`config.mk`:
```
export PLATFORM = sky130hd
export DESIGN_NAME = tempo_clock_three_sub_gates_unit
export DESIGN_NICKNAME = d
export VERILOG_FILES = /design/src/hdl/tcsg_pkg.sv /design/src/hdl/tempo_clock_three_sub_gates_unit.sv
export SDC_FILE = /design/constraint.sdc
export NUM_CORES = 1
export LEC_CHECK = 0
export BUFFER_PORTS_ARGS = -buffer_cell sky130_fd_sc_hd__buf_4
export CAP_MARGIN = 20
export CORE_MARGIN = 2
export CORE_UTILIZATION = 25
export DETAILED_ROUTE_END_ITERATION = 12
export PLACE_DENSITY_LB_ADDON = 0.12
export REMOVE_ABC_BUFFERS = 1
export SLEW_MARGIN = 20
export SYNTH_ARGS = -nofsm -noshare
export SYNTH_HDL_FRONTEND = slang
export SYNTH_SLANG_ARGS = --single-unit
export TNS_END_PERCENT = 5
```
`constraint.sdc`:
```
create_clock -name clk -period 14.15 [get_ports clk]
set_clock_uncertainty 0.1 [all_clocks]
set_input_delay 2.83 -clock clk [delete_from_list [all_inputs] [get_ports clk]]
set_output_delay 2.83 -clock clk [all_outputs]
set_load 0.03 [all_outputs]
```
`src/hdl/tcsg_pkg.sv`:
```
// ----------------------------------------------------------------------------
// tcsg_pkg
// Shared word types, register indexes and rate table for the tempo clock with
// three sub-clock gates.
// ----------------------------------------------------------------------------
package tcsg_pkg;

	// one input word per sample tick
	typedef struct packed {
		logic       run_request;
		logic       sync_mode;
		logic       external_run;
		logic [9:0] external_bpm;
	} tick_word_t;

	// one result word per tick
	typedef struct packed {
		logic gate_a;
		logic gate_b;
		logic gate_c;
		logic enabled;
	} gate_word_t;

	localparam int CFG_DATA_W  = 24;
	localparam int CFG_INDEX_W = 3;

	typedef enum logic [CFG_INDEX_W-1:0] {
		CFG_LOCAL_BPM    = 3'd0,
		CFG_STEP_PER_BPM = 3'd1,
		CFG_RATE_INDEX_A = 3'd2,
		CFG_RATE_INDEX_B = 3'd3,
		CFG_RATE_INDEX_C = 3'd4,
		CFG_OFFSET_A     = 3'd5,
		CFG_OFFSET_B     = 3'd6,
		CFG_OFFSET_C     = 3'd7
	} cfg_index_t;

	localparam logic [9:0]  LOCAL_BPM_RESET    = 10'd120;
	localparam logic [23:0] STEP_PER_BPM_RESET = 24'd381774;
	localparam logic [3:0]  RATE_INDEX_RESET   = 4'd7;
	localparam logic [16:0] OFFSET_RESET       = 17'd0;

	localparam logic [9:0]  MAX_BPM        = 10'd999;
	localparam logic [3:0]  MAX_RATE_INDEX = 4'd14;
	localparam logic [16:0] OFFSET_ONE     = 17'd65536;

	// step_per_bpm is Q0.40, offsets are Q1.16
	localparam int STEP_FRAC_BITS   = 40;
	localparam int OFFSET_FRAC_BITS = 16;
	// gate multipliers are scaled by 128
	localparam int MULT_FRAC_BITS   = 7;

	// multiplier = (triple ? 3 : 1) << shift, scaled by 128
	localparam logic [3:0] RATE_SHIFT [15] = '{
		4'd0, 4'd1, 4'd2, 4'd3, 4'd4, 4'd5, 4'd6, 4'd7,
		4'd8, 4'd7, 4'd9, 4'd8, 4'd10, 4'd9, 4'd11
	};
	localparam logic RATE_TRIPLE [15] = '{
		1'b0, 1'b0, 1'b0, 1'b0, 1'b0, 1'b0, 1'b0, 1'b0,
		1'b0, 1'b1, 1'b0, 1'b1, 1'b0, 1'b1, 1'b0
	};

endpackage

```
`src/hdl/tempo_clock_three_sub_gates_unit.sv`:
```
// ----------------------------------------------------------------------------
// tempo_clock_three_sub_gates_unit
// Beat-time accumulator with three sub-clock gates at table rates and offsets.
// ----------------------------------------------------------------------------
//
//  channel      handshake                 payload
//  tick         tick_valid / tick_ready   tick_word (tick_word_t)
//  gates        gate_valid / gate_ready   gate_word (gate_word_t)
//  cfg          cfg_we                    cfg_index, cfg_data
//
//  one word per clock sustained while gate_ready holds high; a word passes
//  through the input register, then the result register, to gate_word
//  the only multiplier is bpm by step_per_bpm, 10 x 24 bits, in the one pass
//  stalls on gate_ready back up through the input register to tick_ready
//  reset clears time, levels and both valids; sync arms at reset
//
module tempo_clock_three_sub_gates_unit
	import tcsg_pkg::*;
#(
	parameter int FRACTION_BITS    = 32,
	parameter int TIME_LIMIT_BEATS = 128
) (
	input  logic                   clk,
	input  logic                   arst_n,
	input  logic                   tick_valid,
	output logic                   tick_ready,
	input  tick_word_t             tick_word,
	output logic                   gate_valid,
	input  logic                   gate_ready,
	output gate_word_t             gate_word,
	input  logic                   cfg_we,
	input  logic [CFG_INDEX_W-1:0] cfg_index,
	input  logic [CFG_DATA_W-1:0]  cfg_data
);

	localparam int TW = FRACTION_BITS + 8;
	localparam int SW = FRACTION_BITS + MULT_FRAC_BITS;
	localparam int INC_SHIFT = STEP_FRAC_BITS - FRACTION_BITS;
	localparam logic [TW-1:0] TIME_LIMIT = TW'(TIME_LIMIT_BEATS) << FRACTION_BITS;

	// configuration
	logic [9:0]  local_bpm_q;
	logic [23:0] step_per_bpm_q;
	logic [3:0]  rate_index_a_q, rate_index_b_q, rate_index_c_q;
	logic [16:0] offset_a_q, offset_b_q, offset_c_q;

	// state
	logic [TW-1:0] beat_time_q;
	logic          level_a_q, level_b_q, level_c_q;
	logic          sync_armed_q;

	// input register and result register
	logic       valid_s1;
	tick_word_t tick_s1;
	logic       gate_valid_q;
	gate_word_t gate_word_q;

	logic          advance;
	logic          running;
	logic          arm_clear;
	logic [9:0]    bpm_raw, bpm;
	logic [33:0]   bpm_product;
	logic [TW-1:0] increment;
	logic [TW-1:0] t_now, t_base;
	logic          base_a, base_b, base_c;
	logic          lvl_a, lvl_b, lvl_c;
	logic [TW-1:0] beat_time_next;
	logic          sync_armed_next;

	function automatic logic gate_level(
		input logic [TW-1:0] t,
		input logic [3:0]    rate,
		input logic [16:0]   off
	);
		logic [3:0]    idx;
		logic [16:0]   o;
		logic [SW-1:0] s;
		logic [SW-1:0] p;
		idx = (rate > MAX_RATE_INDEX) ? MAX_RATE_INDEX : rate;
		o   = (off > OFFSET_ONE) ? OFFSET_ONE : off;
		s   = t[SW-1:0] + (SW'(o) << (FRACTION_BITS - OFFSET_FRAC_BITS));
		p   = s << RATE_SHIFT[idx];
		if (RATE_TRIPLE[idx]) begin
			p = p + (s << (RATE_SHIFT[idx] + 4'd1));
		end
		return ~p[SW-1];
	endfunction

	// configuration writes
	always_ff @(posedge clk or negedge arst_n) begin
		if (!arst_n) begin
			local_bpm_q    <= LOCAL_BPM_RESET;
			step_per_bpm_q <= STEP_PER_BPM_RESET;
			rate_index_a_q <= RATE_INDEX_RESET;
			rate_index_b_q <= RATE_INDEX_RESET;
			rate_index_c_q <= RATE_INDEX_RESET;
			offset_a_q     <= OFFSET_RESET;
			offset_b_q     <= OFFSET_RESET;
			offset_c_q     <= OFFSET_RESET;
		end else if (cfg_we) begin
			unique case (cfg_index_t'(cfg_index))
				CFG_LOCAL_BPM:    local_bpm_q    <= cfg_data[9:0];
				CFG_STEP_PER_BPM: step_per_bpm_q <= cfg_data[23:0];
				CFG_RATE_INDEX_A: rate_index_a_q <= cfg_data[3:0];
				CFG_RATE_INDEX_B: rate_index_b_q <= cfg_data[3:0];
				CFG_RATE_INDEX_C: rate_index_c_q <= cfg_data[3:0];
				CFG_OFFSET_A:     offset_a_q     <= cfg_data[16:0];
				CFG_OFFSET_B:     offset_b_q     <= cfg_data[16:0];
				CFG_OFFSET_C:     offset_c_q     <= cfg_data[16:0];
				default: begin
				end
			endcase
		end
	end

	// handshake
	assign advance    = valid_s1 && (!gate_valid_q || gate_ready);
	assign tick_ready = !valid_s1 || advance;

	always_ff @(posedge clk or negedge arst_n) begin
		if (!arst_n) begin
			valid_s1 <= 1'b0;
		end else if (tick_ready) begin
			valid_s1 <= tick_valid;
		end
	end

	always_ff @(posedge clk) begin
		if (tick_valid && tick_ready) begin
			tick_s1 <= tick_word;
		end
	end

	// one tick of the clock
	always_comb begin
		running   = tick_s1.sync_mode ? tick_s1.external_run : tick_s1.run_request;
		arm_clear = tick_s1.sync_mode && sync_armed_q;
		bpm_raw   = tick_s1.sync_mode ? tick_s1.external_bpm : local_bpm_q;
		bpm       = (bpm_raw > MAX_BPM) ? MAX_BPM : bpm_raw;

		bpm_product = {24'd0, bpm} * {10'd0, step_per_bpm_q};
		increment   = TW'(bpm_product >> INC_SHIFT);

		t_now  = arm_clear ? '0 : beat_time_q;
		base_a = arm_clear ? 1'b0 : level_a_q;
		base_b = arm_clear ? 1'b0 : level_b_q;
		base_c = arm_clear ? 1'b0 : level_c_q;

		t_base = (t_now >= TIME_LIMIT) ? '0 : t_now;

		if (tick_s1.run_request) begin
			lvl_a = gate_level(t_now, rate_index_a_q, offset_a_q);
			lvl_b = gate_level(t_now, rate_index_b_q, offset_b_q);
			lvl_c = gate_level(t_now, rate_index_c_q, offset_c_q);
		end else begin
			lvl_a = base_a;
			lvl_b = base_b;
			lvl_c = base_c;
		end

		if (running) begin
			beat_time_next  = t_base + increment;
			sync_armed_next = !tick_s1.sync_mode;
		end else begin
			beat_time_next  = '0;
			lvl_a           = 1'b0;
			lvl_b           = 1'b0;
			lvl_c           = 1'b0;
			sync_armed_next = sync_armed_q;
		end
	end

	always_ff @(posedge clk or negedge arst_n) begin
		if (!arst_n) begin
			beat_time_q  <= '0;
			level_a_q    <= 1'b0;
			level_b_q    <= 1'b0;
			level_c_q    <= 1'b0;
			sync_armed_q <= 1'b1;
		end else if (advance) begin
			beat_time_q  <= beat_time_next;
			level_a_q    <= lvl_a;
			level_b_q    <= lvl_b;
			level_c_q    <= lvl_c;
			sync_armed_q <= sync_armed_next;
		end
	end

	// result register
	always_ff @(posedge clk or negedge arst_n) begin
		if (!arst_n) begin
			gate_valid_q <= 1'b0;
		end else if (advance) begin
			gate_valid_q <= 1'b1;
		end else if (gate_ready) begin
			gate_valid_q <= 1'b0;
		end
	end

	always_ff @(posedge clk) begin
		if (advance) begin
			gate_word_q.gate_a  <= lvl_a;
			gate_word_q.gate_b  <= lvl_b;
			gate_word_q.gate_c  <= lvl_c;
			gate_word_q.enabled <= tick_s1.run_request;
		end
	end

	assign gate_valid = gate_valid_q;
	assign gate_word  = gate_word_q;

	// checks
	a_stall_only_when_full: assert property (@(posedge clk) disable iff (!arst_n)
		!tick_ready |-> (valid_s1 && gate_valid_q && !gate_ready))
		else $error("input stalled while the result register could take a word");

	a_stopped_clears_gates: assert property (@(posedge clk) disable iff (!arst_n)
		(advance && !running) |=> (!gate_word_q.gate_a && !gate_word_q.gate_b
			&& !gate_word_q.gate_c && beat_time_q == '0))
		else $error("stopped tick left a gate or the time set");

	a_sync_disarms: assert property (@(posedge clk) disable iff (!arst_n)
		(advance && running && tick_s1.sync_mode) |=> !sync_armed_q)
		else $error("running sync tick left the sync re-arm set");

	a_disabled_holds: assert property (@(posedge clk) disable iff (!arst_n)
		(advance && running && !tick_s1.run_request && !arm_clear)
			|=> (level_a_q == $past(level_a_q) && level_b_q == $past(level_b_q)
			&& level_c_q == $past(level_c_q)))
		else $error("gate levels moved while gates were disabled");

endmodule
```
* After elaboration in Yosys (flattened, before gate mapping)
Memory sizes are Yosys's and may differ from the RTL's. Index checks and enable logic that the tools add are counted.
Cells by class: add/subtract/negate cells 10, $mul 1, $lt $le $gt $ge 11, equal/unequal tests 7, shift-type cells 6, multiplexer cells 41, bitwise logic cells 6, reduce and logical (&&, ||, !) cells 19
Operators with widths (count):
- 39-bit 2-to-1 mux | 6
- 39-bit by 4-bit << shifter with 39-bit output | 6
- 40-bit 2-to-1 mux | 3
- 39-bit by 33-bit adder with 39-bit output | 3
- 39-bit adder | 3
- 17-bit > comparator (second input constant) | 3
- 17-bit 2-to-1 mux | 3
- 40-bit by 26-bit adder with 40-bit output | 1
- 40-bit >= comparator (second input constant) | 1
- 4-bit 2-to-1 mux | 9
- 10-bit by 24-bit multiplier with 34-bit output | 1
- 10-bit 2-to-1 mux | 2
- 1-bit 2-to-1 mux | 18
- 2-bit AND reduction | 9
- 5-bit >= comparator (second input constant) | 3
- 4-bit inverter with 5-bit output | 3
- 4-bit by 1-bit adder with 4-bit output (second input constant) | 3
- 3-bit == test (second input constant) | 4
- 4-bit > comparator (second input constant) | 3
- 10-bit > comparator (second input constant) | 1
- 3-bit by 2-bit == test with 1-bit output (second input constant) | 2
- 3-bit by 1-bit == test with 1-bit output (second input constant) | 1
- 1-bit logical AND | 3
- 1-bit logical NOT | 3
- other kinds (4) | 7
Word-level totals: register bits after elaboration 160, ROM bits 240, bits of input ports 45, output and inout bits 6, logic and storage cells 130, memories 6
Memories:
- (no name shown) | depth 16, bits a word 4, read ports 1, clocked after Yosys merged registers in 0, write ports 0, line tempo_clock_three_sub_gates_unit.sv:84 | p = p + (s << (RATE_SHIFT[idx] + 4'd1));
- (no name shown) | depth 16, bits a word 4, read ports 1, clocked after Yosys merged registers in 0, write ports 0, line tempo_clock_three_sub_gates_unit.sv:84
- (no name shown) | depth 16, bits a word 4, read ports 1, clocked after Yosys merged registers in 0, write ports 0, line tempo_clock_three_sub_gates_unit.sv:84
- (no name shown) | depth 16, bits a word 1, read ports 1, clocked after Yosys merged registers in 0, write ports 0, line tempo_clock_three_sub_gates_unit.sv:83 | if (RATE_TRIPLE[idx]) begin
- (no name shown) | depth 16, bits a word 1, read ports 1, clocked after Yosys merged registers in 0, write ports 0, line tempo_clock_three_sub_gates_unit.sv:83
- (no name shown) | depth 16, bits a word 1, read ports 1, clocked after Yosys merged registers in 0, write ports 0, line tempo_clock_three_sub_gates_unit.sv:83

* Longest topological paths before layout
Gate-level depths: netlist of run 1.
depth after elaboration 14, gate-level depth with buffers 39, gate-level depth less buffers 37

* Worst setup path after synthesis of run 1
Ideal clock, no wire load.
kind reg-to-reg, from reg local_bpm_q[6], to reg beat_time_q[32], setup time 118 ps, arrival time 8860 ps, data required time 13932 ps, slack 5072 ps, stages on the path, launching flop included 39, buffers on the path 2, clock period less this slack 9078 ps, path through dfstp_2 > nor2b_1 > nand4_1 > a2111o_1 > nand2_1 > clkbuf_1 > nand2_1 > fa_1 > inv_1 > fa_1 > inv_1 > fa_1 > inv_1 > fa_1 > fa_1 > ha_1 > a21o_1 > a21o_1 > [3 not listed] > a21oi_1 > and2_1 > o21a_1 > nor2_1 > xnor2_1 > ha_1 > and4_1 > and3_1 > or3_1 > a221o_1 > o311a_1 > o41ai_2 > nor3_1 > o22a_1 > clkbuf_1 > nand3_1 > nor3_1 > a21o_1
Between the ends: longest elaborated chain between the ends 6
RTL lines:
- from (decl) | line tempo_clock_three_sub_gates_unit.sv:42 | logic [9:0] local_bpm_q;
- from (signal assigned) | line tempo_clock_three_sub_gates_unit.sv:102 | CFG_LOCAL_BPM: local_bpm_q <= cfg_data[9:0];
- 10-bit 2-to-1 mux * | line tempo_clock_three_sub_gates_unit.sv:138 | bpm_raw = tick_s1.sync_mode ? tick_s1.external_bpm : local_bpm_q;
- 10-bit > comparator | line tempo_clock_three_sub_gates_unit.sv:139 | bpm = (bpm_raw > MAX_BPM) ? MAX_BPM : bpm_raw;
- 10-bit 2-to-1 mux * | line tempo_clock_three_sub_gates_unit.sv:139
- 10-bit by 24-bit multiplier with 34-bit output * | line tempo_clock_three_sub_gates_unit.sv:141 | bpm_product = {24'd0, bpm} * {10'd0, step_per_bpm_q};
- 40-bit by 26-bit adder with 40-bit output * | line tempo_clock_three_sub_gates_unit.sv:162 | beat_time_next = t_base + increment;
- 40-bit 2-to-1 mux * | line tempo_clock_three_sub_gates_unit.sv:161 | if (running) begin
- to (signal assigned) | line tempo_clock_three_sub_gates_unit.sv:181 | beat_time_q <= beat_time_next;
- to (decl) | line tempo_clock_three_sub_gates_unit.sv:48 | logic [TW-1:0] beat_time_q;
Every way passes the cells marked *; elsewhere a longest branch is shown, timed or not. A chain may end at the register's enable or synchronous reset.

* Worst setup path in the final report of run 1
from reg tick_s1[11] (netlist name), to reg beat_time_q[34]
Between the ends: longest elaborated chain between the ends 6, elaborated cells between the ends (all ways) 11, classes of those cells 1 x add/sub; 1 x mul; 2 x order compare; 6 x mux; 1 x reduce/logical
RTL lines:
- from (decl) | line tempo_clock_three_sub_gates_unit.sv:54 | tick_word_t tick_s1;
- from (signal assigned) | line tempo_clock_three_sub_gates_unit.sv:130 | tick_s1 <= tick_word;
- 10-bit 2-to-1 mux / 1-bit logical AND (equally long branches) | line tempo_clock_three_sub_gates_unit.sv:138, tempo_clock_three_sub_gates_unit.sv:137
- 10-bit > comparator / 40-bit 2-to-1 mux (equally long branches) | line tempo_clock_three_sub_gates_unit.sv:139, tempo_clock_three_sub_gates_unit.sv:144
- 10-bit 2-to-1 mux / 40-bit >= comparator (equally long branches) | line tempo_clock_three_sub_gates_unit.sv:139, tempo_clock_three_sub_gates_unit.sv:149
- 10-bit by 24-bit multiplier with 34-bit output / 40-bit 2-to-1 mux (equally long branches) | line tempo_clock_three_sub_gates_unit.sv:141, tempo_clock_three_sub_gates_unit.sv:149
- 40-bit by 26-bit adder with 40-bit output | line tempo_clock_three_sub_gates_unit.sv:162
- 40-bit 2-to-1 mux * | line tempo_clock_three_sub_gates_unit.sv:161
Marked as above.

==> impl_metrics.json, run 1 <==
{
  "status": "finished, final reports clean",
  "syn_to_final_growth_pct": 8.198,
  "syn-cell-area_mm2": 0.02946,
  "insertion_delay_ns": 0.49,
  "critPathCaptureType": "register",
  "maxCapViolations": 0,
  "path_common_cell": "fa_1",
  "viasPerCell": 5.171,
  "grt_max_degree": 81,
  "postCtsHoldBufs": 0,
  "slew_viol_final": 0,
  "numCtsBuffers": 17,
  "dp_hpwl_mm": 92.49,
  "setup_viol": 0,
  "timing.fmax_mhz": 93.98,
  "slew_headroom_pct": 30.02,
  "worstPathRequired_ns": 14.45,
  "timing.final.crit_share_pct": 75.20,
  "place_ws_ns": 3.507,
  "ys_seq_area_share_pct": 13.99,
  "grt-ovfl-total": 0,
  "ys_top_cells_by_area": "fa_1 12%, ha_1 11%, dfrtp_1 10%",
  "rsz0062_at_grt": "no",
  "yosys.area.top_type": "fa_1",
  "dieArea_mm2": 0.1206,
  "nets": 4222,
  "drive_gt1_share_pct": 9.134,
  "synth_cell_types": 87,
  "synthCells": 3875,
  "initial_core_util_pct": 25.28,
  "drt_pass1_iterations": 5,
  "finish.utilization_pct": 27.35,
  "fp-row-count": 125,
  "first_iter_violations": 1997,
  "syn_avg_cell_area_um2": 7.601,
  "arrival_ns": 10.94,
  "tightestPinTransition_ns": 1.047,
  "synth_async_sr_flop_share_pct": 89.38,
  "antenna_found_initial": 5,
  "finalSetupTns_ns": 0,
  "cts-htree-levels": 4,
  "drc": 0,
  "cp_slowest_stage_delay_ns": 0.99,
  "ant_nets": 0,
  "routedWlPerCell_um": 22.13,
  "fp.dieH_um": 347.3,
  "cts_sinks": 160,
  "gp_congestion": 0.8722,
  "die_w_um": 347.3,
  "clk_pin_slew_ns": 0.08,
  "synth_edf_count": 17,
  "crit_path_max_fanout": 26,
  "cts_root_buf": "clkbuf_16",
  "hold_viol": 0,
  "synth-seq-cells": 160,
  "crit_type": "register to register",
  "yosysWarnings": 0,
  "port-buffer-count": 50,
  "grt_pass1_wl_mm": 177.8,
  "cp_slowest_cell": "edfxtp_1",
  "grt_pass1_vias": 27440,
  "vias": 27300,
  "core_mm2": 0.1165,
  "clockBufferDepth": 2,
  "grt_use_total_pct": 19.26,
  "cts_tree": "yes",
  "fin_ws_ns": 3.509,
  "period_needed_ns": 10.64,
  "cts_resized": 0,
  "hold_class": "register to register",
  "post_cts_buffers": 0,
  "critPathLaunchType": "register",
  "pin_count": 51,
  "netlist.area_leader.share_pct": 12.03,
  "wl_mm": 116.9,
  "synthFlopType": "dfrtp_1"
}
cell families (layout without fill, tap and decap cells):
kind of cell,Yosys count,in the layout,synth area share (%)
compound gates,1052,1052,22.41
mux,274,274,9.974
other cells,0,1,0
buf+inv,446,326,5.713
fa+ha+maj,435,435,22.99
xor+xnor,112,112,3.330
simple gates,1396,1396,21.60
flops,160,160,13.99
synthesized netlist by cell type, types with 9 or more instances:
cell,n
a211o_1,10
a211oi_1,47
a21o_1,69
a21oi_1,325
a221oi_1,33
a22o_1,22
a22oi_1,15
a31oi_1,24
and2_1,128
and3_1,17
buf_1,31
clkbuf_1,218
dfrtp_1,118
dfstp_2,25
edfxtp_1,17
fa_1,177
ha_1,258
inv_1,185
mux2_2,126
mux2i_1,145
nand2_1,531
nand2b_1,25
nand3_1,47
nand4_1,30
nor2_1,398
nor2b_1,106
nor3_1,47
nor4_1,16
o211ai_1,31
o21a_1,32
o21ai_0,271
o21ai_1,12
o21bai_1,14
o221ai_1,17
o22ai_1,27
o31ai_1,17
or3_1,9
xnor2_1,73
xor2_1,39
critical path, delay by kind of cell, from the launching register on:
family                   cells  cell delay, ns
AO/OA/AOI/OAI               14            3.47
adder cells (fa/ha/maj)      7            3.08
AND/OR/NAND/NOR              9            2.16
flip-flops                   1            0.99
buffers and inverters        4            0.42
XOR/XNOR                     1            0.16
multiplexers                 1            0.13
stage by stage:
step	instances	hold WS, ns	area (um2)
after global routing	5279	0.4235	31870
after detailed placement	5247	0.3814	31310
after CTS	5279	0.3985	31870
final	5280	0.3890	31870
after floorplan	3619	0.3205	28490
after global placement	5246	0.3737	31300
cell usage in the layout, fill, tap and decap left out, types with 118 or more instances in the layout:
cell / Yosys / layout
inv_1: 185 / 183
mux2i_1: 145 / 142
mux2_2: 126 / 126
o21ai_0: 271 / 271
fa_1: 177 / 177
nand2_1: 531 / 530
and2_1: 128 / 128
ha_1: 258 / 258
a21oi_1: 325 / 324
nor2_1: 398 / 397
dfrtp_1: 118 / 118
state kept, by name, summed over array words and instances, names as in the netlist:
| register | cells |
|---|---|
| rate_index_c_q | 4 |
| level_c_q | 1 |
| level_a_q | 1 |
| level_b_q | 1 |
| gate_valid | 1 |
| offset_a_q | 17 |
| rate_index_b_q | 4 |
| rate_index_a_q | 4 |
| gate_word | 4 |
| tick_s1 | 13 |
| sync_armed_q | 1 |
| local_bpm_q | 10 |
| step_per_bpm_q | 24 |
| offset_c_q | 17 |
| beat_time_q | 40 |
| valid_s1 | 1 |
| offset_b_q | 17 |
area by class of cell:
| cell class | count | area [um2] |
|---|---|---|
| repair buffers | 104 | 788.3 |
| inverters | 190 | 713.2 |
| flip-flops and latches | 160 | 4120 |
| clock inverters | 13 | 125.1 |
| multi-input cells | 3269 | 23780 |
| well taps | 1524 | 1907 |
| diodes | 1 | 2.502 |
| fillers | 12840 | 84650 |
| clock buffers | 19 | 432.9 |
worst paths after layout:
path / to / from / depth (start not counted) / slack (ns)
min in group asynchronous: step_per_bpm_q[5]$_DFFE_PN0P_ / arst_n / 1 / 2.29
setup / recovery: beat_time_q[34]$_DFFE_PN0P_ / tick_s1[11]$_DFFE_PP_ / 36 / 3.51
hold / removal: beat_time_q[15]$_DFFE_PN0P_ / beat_time_q[15]$_DFFE_PN0P_ / 2 / 0.39
max in group asynchronous: beat_time_q[36]$_DFFE_PN0P_ / arst_n / 2 / 10.13
hold reg to reg: beat_time_q[15]$_DFFE_PN0P_ / beat_time_q[15]$_DFFE_PN0P_ / 2 / 0.39
setup reg to reg: beat_time_q[34]$_DFFE_PN0P_ / tick_s1[11]$_DFFE_PP_ / 36 / 3.51
metal layers:
| layer | up-vias | routed length (um) | track usage [%] |
|---|---|---|---|
| li1 | 13360 | - | - |
| met1 | 13280 | 55780 | 26.35 |
| met2 | 545 | 54080 | 32.06 |
| met3 | 116 | 4124 | 2.197 |
| met4 | 0 | 2877 | 4.925 |
| met5 | - | 0 | 0 |
Power of run 1 is not shown: default switching activity piles up to over one toggle a cycle in this logic, so the estimate is an artifact.
==> run 2, diff against run 1 <==
- clock period: 14.15 -> 10.88 ns (I/O delays scaled with it)
==> run 2 against run 1 <==
  * Cell count barely moved
  * Maximum frequency rose by 5.3%
  * Via count rose by 0.40%
  * First-iteration DRC count fell by 4.3%
  * Design area rose by 0.18%
  * Flip-flop and latch count did not move
  * Clock-buffer cell count fell by 1
  * Routed wire length rose by 1.3%
==> impl_metrics.json, run 2 (synthesis results as in run 1) <==
{
  "status": "finished, final reports clean",
  "n_antenna_cell": 0,
  "cts_tree": "yes",
  "numCtsBuffers": 17,
  "finish.utilization_pct": 27.40,
  "gp_congestion": 0.8826,
  "viasPerCell": 5.186,
  "timing.final.crit_share_pct": 92.91,
  "critPathLaunchType": "register",
  "crit_type": "register to register",
  "grt_pass1_wl_mm": 179.5,
  "routedWlPerCell_um": 22.40,
  "hold_viol": 0,
  "nets": 4228,
  "drive_gt1_share_pct": 9.306,
  "maxCapViolations": 0,
  "hold_class": "register to register",
  "first_iter_violations": 1912,
  "die_w_um": 347.3,
  "critPathCaptureType": "register",
  "fp-row-count": 125,
  "tightestPinTransition_ns": 1.122,
  "vias": 27410,
  "period_needed_ns": 10.11,
  "finalSetupTns_ns": 0,
  "multiInputGateArea_mm2": 0.02379,
  "timing.fmax_mhz": 98.93,
  "slew_viol_final": 0,
  "syn_to_final_growth_pct": 8.393,
  "core_mm2": 0.1165,
  "initial_core_util_pct": 25.28,
  "grt_max_degree": 73,
  "drc": 0,
  "fillCellCount": 12790,
  "ant_nets": 0,
  "setup_viol": 0,
  "drt_pass1_iterations": 6,
  "top_register": "beat_time_q",
  "antenna_found_initial": 3,
  "fp.dieH_um": 347.3,
  "cts_sinks": 160,
  "clk_pin_slew_ns": 0.07,
  "wl_mm": 118.4,
  "critPathBufInv": 5,
  "crit_path_max_fanout": 25,
  "cts-htree-levels": 4,
  "pin_count": 51,
  "insertion_delay_ns": 0.49,
  "rsz0062_at_grt": "no",
  "cts_root_buf": "clkbuf_16",
  "dp_hpwl_mm": 93.36,
  "grt-ovfl-total": 0,
  "register_area_mm2": 0.004120,
  "holdWs_ns": 0.3877,
  "slew_headroom_pct": 24.54,
  "cp_slowest_cell": "edfxtp_1",
  "path_delay_family": "compound AO/OA/AOI/OAI gates",
  "cp_slowest_stage_delay_ns": 0.57,
  "dieArea_mm2": 0.1206,
  "layout_common_cells": "530 x nand2_1, 397 x nor2_1, 324 x a21oi_1, 271 x o21ai_0, 258 x ha_1",
  "clockBufferDepth": 2,
  "largestRegisters": "beat_time_q x40, step_per_bpm_q x24",
  "largest_reg_flops": 40,
  "arrival_ns": 10.39,
  "worstPathRequired_ns": 11.17,
  "path_common_cell": "fa_1",
  "layout_commonest_cell": "nand2_1",
  "port-buffer-count": 50,
  "grt_use_total_pct": 19.46,
  "grt_pass1_vias": 27530
}
run 2: cell types whose count changed in the layout (fill, tap and decap cells not counted), moves of 2 or more:
cell,before,now
clkinv_4,0,2
buf_4,102,108
inv_8,1,4
clkinvlp_4,3,0
run 2: worst paths after layout:
check,from,to,slack (ns),depth (start not counted)
max,tick_s1[11]$_DFFE_PP_,beat_time_q[34]$_DFFE_PN0P_,0.77,36
min,beat_time_q[15]$_DFFE_PN0P_,beat_time_q[15]$_DFFE_PN0P_,0.39,2
max reg2reg,tick_s1[11]$_DFFE_PP_,beat_time_q[34]$_DFFE_PN0P_,0.77,36
min reg2reg,beat_time_q[15]$_DFFE_PN0P_,beat_time_q[15]$_DFFE_PN0P_,0.39,2
max in group asynchronous,arst_n,beat_time_q[1]$_DFFE_PN0P_,7.29,3
min in group asynchronous,arst_n,step_per_bpm_q[13]$_DFFE_PN0P_,1.51,1
run 2: timing repair:
action | CTS | global route
endpoints found under the setup margin | 0 | 8
gates resized for setup | 0 | 2
hold buffers | 0 | 0
setup buffers | 0 | 0
run 2: final cells by class:
| cell class | instances | share of cell area [%] |
|---|---|---|
| clock buffer | 18 | 1.344 |
| tap | 1524 | 5.972 |
| sequential | 160 | 12.90 |
| multi-input combinational | 3269 | 74.50 |
| clock inverter | 14 | 0.4311 |
| timing repair buffer | 110 | 2.610 |
| inverter | 190 | 2.234 |
run 2: routing by layer:
layer | wire length, um | up-vias | track usage, %
met4 | 3158 | 0 | 5.182
li1 | - | 13390 | -
met2 | 54990 | 521 | 32.30
met5 | 0 | - | 0
met3 | 3443 | 107 | 1.532
met1 | 56810 | 13390 | 27.05
run 2: worst register-to-register path, delay by kind of cell (launching register included):
kind            cells  cell delay (ns)
simple gates        9             1.68
flops               1             0.57
xor+xnor            1             0.15
buf+inv             5             0.73
compound gates     13             3.36
fa+ha+maj           7             3.18
mux                 1             0.24
run 2: through the flow:
step           cell area, um2  worst slack [ns]  instances
5_1_grt                 31930            0.1208       5285
4_1_cts                 31910            0.6500       5284
3_5_place_dp            31340            0.7213       5252
3_3_place_gp            31340            0.8795       5252
2_1_floorplan           28490            0.4211       3619
6_report                31930            0.7716       5285
Power of run 2 is left out for the same reason.
==> run 3, diff against run 2 <==
- CAP_MARGIN: 20 -> default
- CORE_UTILIZATION: 25 -> 47
- GPL_TIMING_DRIVEN: default -> 0
==> run 3 against run 2 <==
  * Design area down 1.7%
  * Largest cell class unchanged
  * First-iteration DRC count up 38%
  * Maximum frequency down 1.4%
  * Worst hold slack better by 0.0094 ns
  * Register-to-register slack worse by 0.14 ns
  * Setup slack worse by 0.14 ns
  * Global-route usage up 10 points
==> impl_metrics.json, run 3 (synthesis results as in run 1) <==
{
  "core_mm2": 0.06183,
  "slew_viol_final": 0,
  "drive_gt1_share_pct": 9.412,
  "status": "finished, final reports clean",
  "tightestPinTransition_ns": 1.134,
  "routedWlPerCell_um": 20.87,
  "n_antenna_cell": 0,
  "numCtsBuffers": 17,
  "maxCapViolations": 0,
  "grt-ovfl-total": 0,
  "final_cells": 4577,
  "cp_slowest_cell": "a2111o_1",
  "register_area_mm2": 0.004120,
  "fp.dieH_um": 254.3,
  "dieArea_mm2": 0.06469,
  "viasPerCell": 6.028,
  "cts_root_buf": "clkbuf_16",
  "cts_sinks": 160,
  "placed_cells": 4541,
  "drt_pass1_iterations": 8,
  "ant_nets": 0,
  "first_iter_violations": 2640,
  "wl_mm": 95.53,
  "arrival_ns": 10.52,
  "gp_congestion": 0.9980,
  "fillCellCount": 6119,
  "critPathCaptureType": "register",
  "layout_common_cells": "527 x nand2_1, 389 x nor2_1, 324 x a21oi_1, 270 x o21ai_0, 255 x ha_1",
  "die_w_um": 254.3,
  "antenna_found_initial": 1,
  "finalSetupTns_ns": 0,
  "cp_slowest_stage_delay_ns": 0.57,
  "crit_path_max_fanout": 24,
  "crit_type": "register to register",
  "fp-row-count": 91,
  "grt_use_total_pct": 29.92,
  "port-buffer-count": 50,
  "grt_pass1_wl_mm": 151.9,
  "timing.final.crit_share_pct": 94.20,
  "multiInputGateArea_mm2": 0.02391,
  "cts_tree": "yes",
  "hold_class": "register to register",
  "hold_viol": 0,
  "grt_pass1_vias": 26440,
  "initial_core_util_pct": 47.64,
  "top_register": "beat_time_q",
  "rsz0062_at_grt": "no",
  "critPathLaunchType": "register",
  "clk_pin_slew_ns": 0.08,
  "pin_count": 51,
  "slew_headroom_pct": 23.83,
  "clockBufferDepth": 2,
  "timing.fmax_mhz": 97.57,
  "layout_commonest_cell": "nand2_1",
  "cts-htree-levels": 4,
  "drc": 0,
  "vias": 27590,
  "path_common_cell": "fa_1",
  "syn_to_final_growth_pct": 6.542,
  "setup_viol": 0,
  "largest_reg_flops": 40,
  "worstPathRequired_ns": 11.15,
  "largestRegisters": "beat_time_q x40, step_per_bpm_q x24",
  "dp_hpwl_mm": 75.48,
  "insertion_delay_ns": 0.47,
  "postCtsHoldBufs": 0,
  "nets": 4207,
  "period_needed_ns": 10.25,
  "grt_max_degree": 92
}
-- run 3: cell count changes in the layout (fill, tap and decap cells not counted), sizes merged --
cell,before,now
clkinv,4,9
buf,110,89
clkbuf,18,17
inv,200,196
-- run 3: area by class of cell --
class                      instances  share of cell area, %
tap                              837                  3.337
inverter                         190                  2.281
clock buffer                      17                  1.356
multi-input combinational       3269                  76.18
clock inverter                    15                 0.6419
sequential                       160                  13.13
timing repair buffer              89                  3.078
-- run 3: path summary, 6_finish.rpt --
| path | from | to | slack, ns | cells after the start |
|---|---|---|---|---|
| worst max-delay path | tick_s1[11]$_DFFE_PP_ | beat_time_q[34]$_DFFE_PN0P_ | 0.63 | 35 |
| worst min-delay path | tick_s1[10]$_DFFE_PP_ | sync_armed_q$_DFFE_PN1P_ | 0.40 | 1 |
| worst max register to register | tick_s1[11]$_DFFE_PP_ | beat_time_q[34]$_DFFE_PN0P_ | 0.63 | 35 |
| worst min register to register | tick_s1[10]$_DFFE_PP_ | sync_armed_q$_DFFE_PN1P_ | 0.40 | 1 |
| max in group asynchronous | arst_n | rate_index_c_q[2]$_DFFE_PN1P_ | 8.30 | 2 |
| min in group asynchronous | arst_n | offset_c_q[4]$_DFFE_PN0P_ | 1.53 | 1 |
-- run 3: metrics by stage --
step	instance area (um2)	hold WS (ns)	util (%)	setup slack, ns
after global placement	29910	0.3502	48.38	-3.978
after detailed placement	30700	0.3754	49.65	-0.1913
final	31380	0.3971	50.76	0.6306
after CTS	31330	0.3939	50.67	0.08613
after global routing	31380	0.4228	50.76	0.1851
after floorplan	28490	0.3205	-	0.4211
-- run 3: critical path, delay by kind of cell, from the launching register on --
family                     cells  cell delay, ns
AOI/OAI and AO/OA             14            3.62
adders and majority gates      7            3.22
buffers and inverters          3            0.15
DFF                            1            0.52
and+or+nand+nor               11            2.51
-- run 3: metal layers --
metal  vias up  global-route usage (%)  share of wire [%]
met3       157                   2.562                5.5
met2       910                   48.54                 45
met5         -                       0                  0
met1     13180                   41.50                 45
li1      13340                       -                  -
met4         0                   11.14                3.7
-- run 3: timing repair --
action,CTS,global route
setup endpoints to repair,10,17
gates resized for setup,3,5
hold endpoints to repair,0,0
buffers inserted,0,4
Power of run 3 is left out for the same reason.
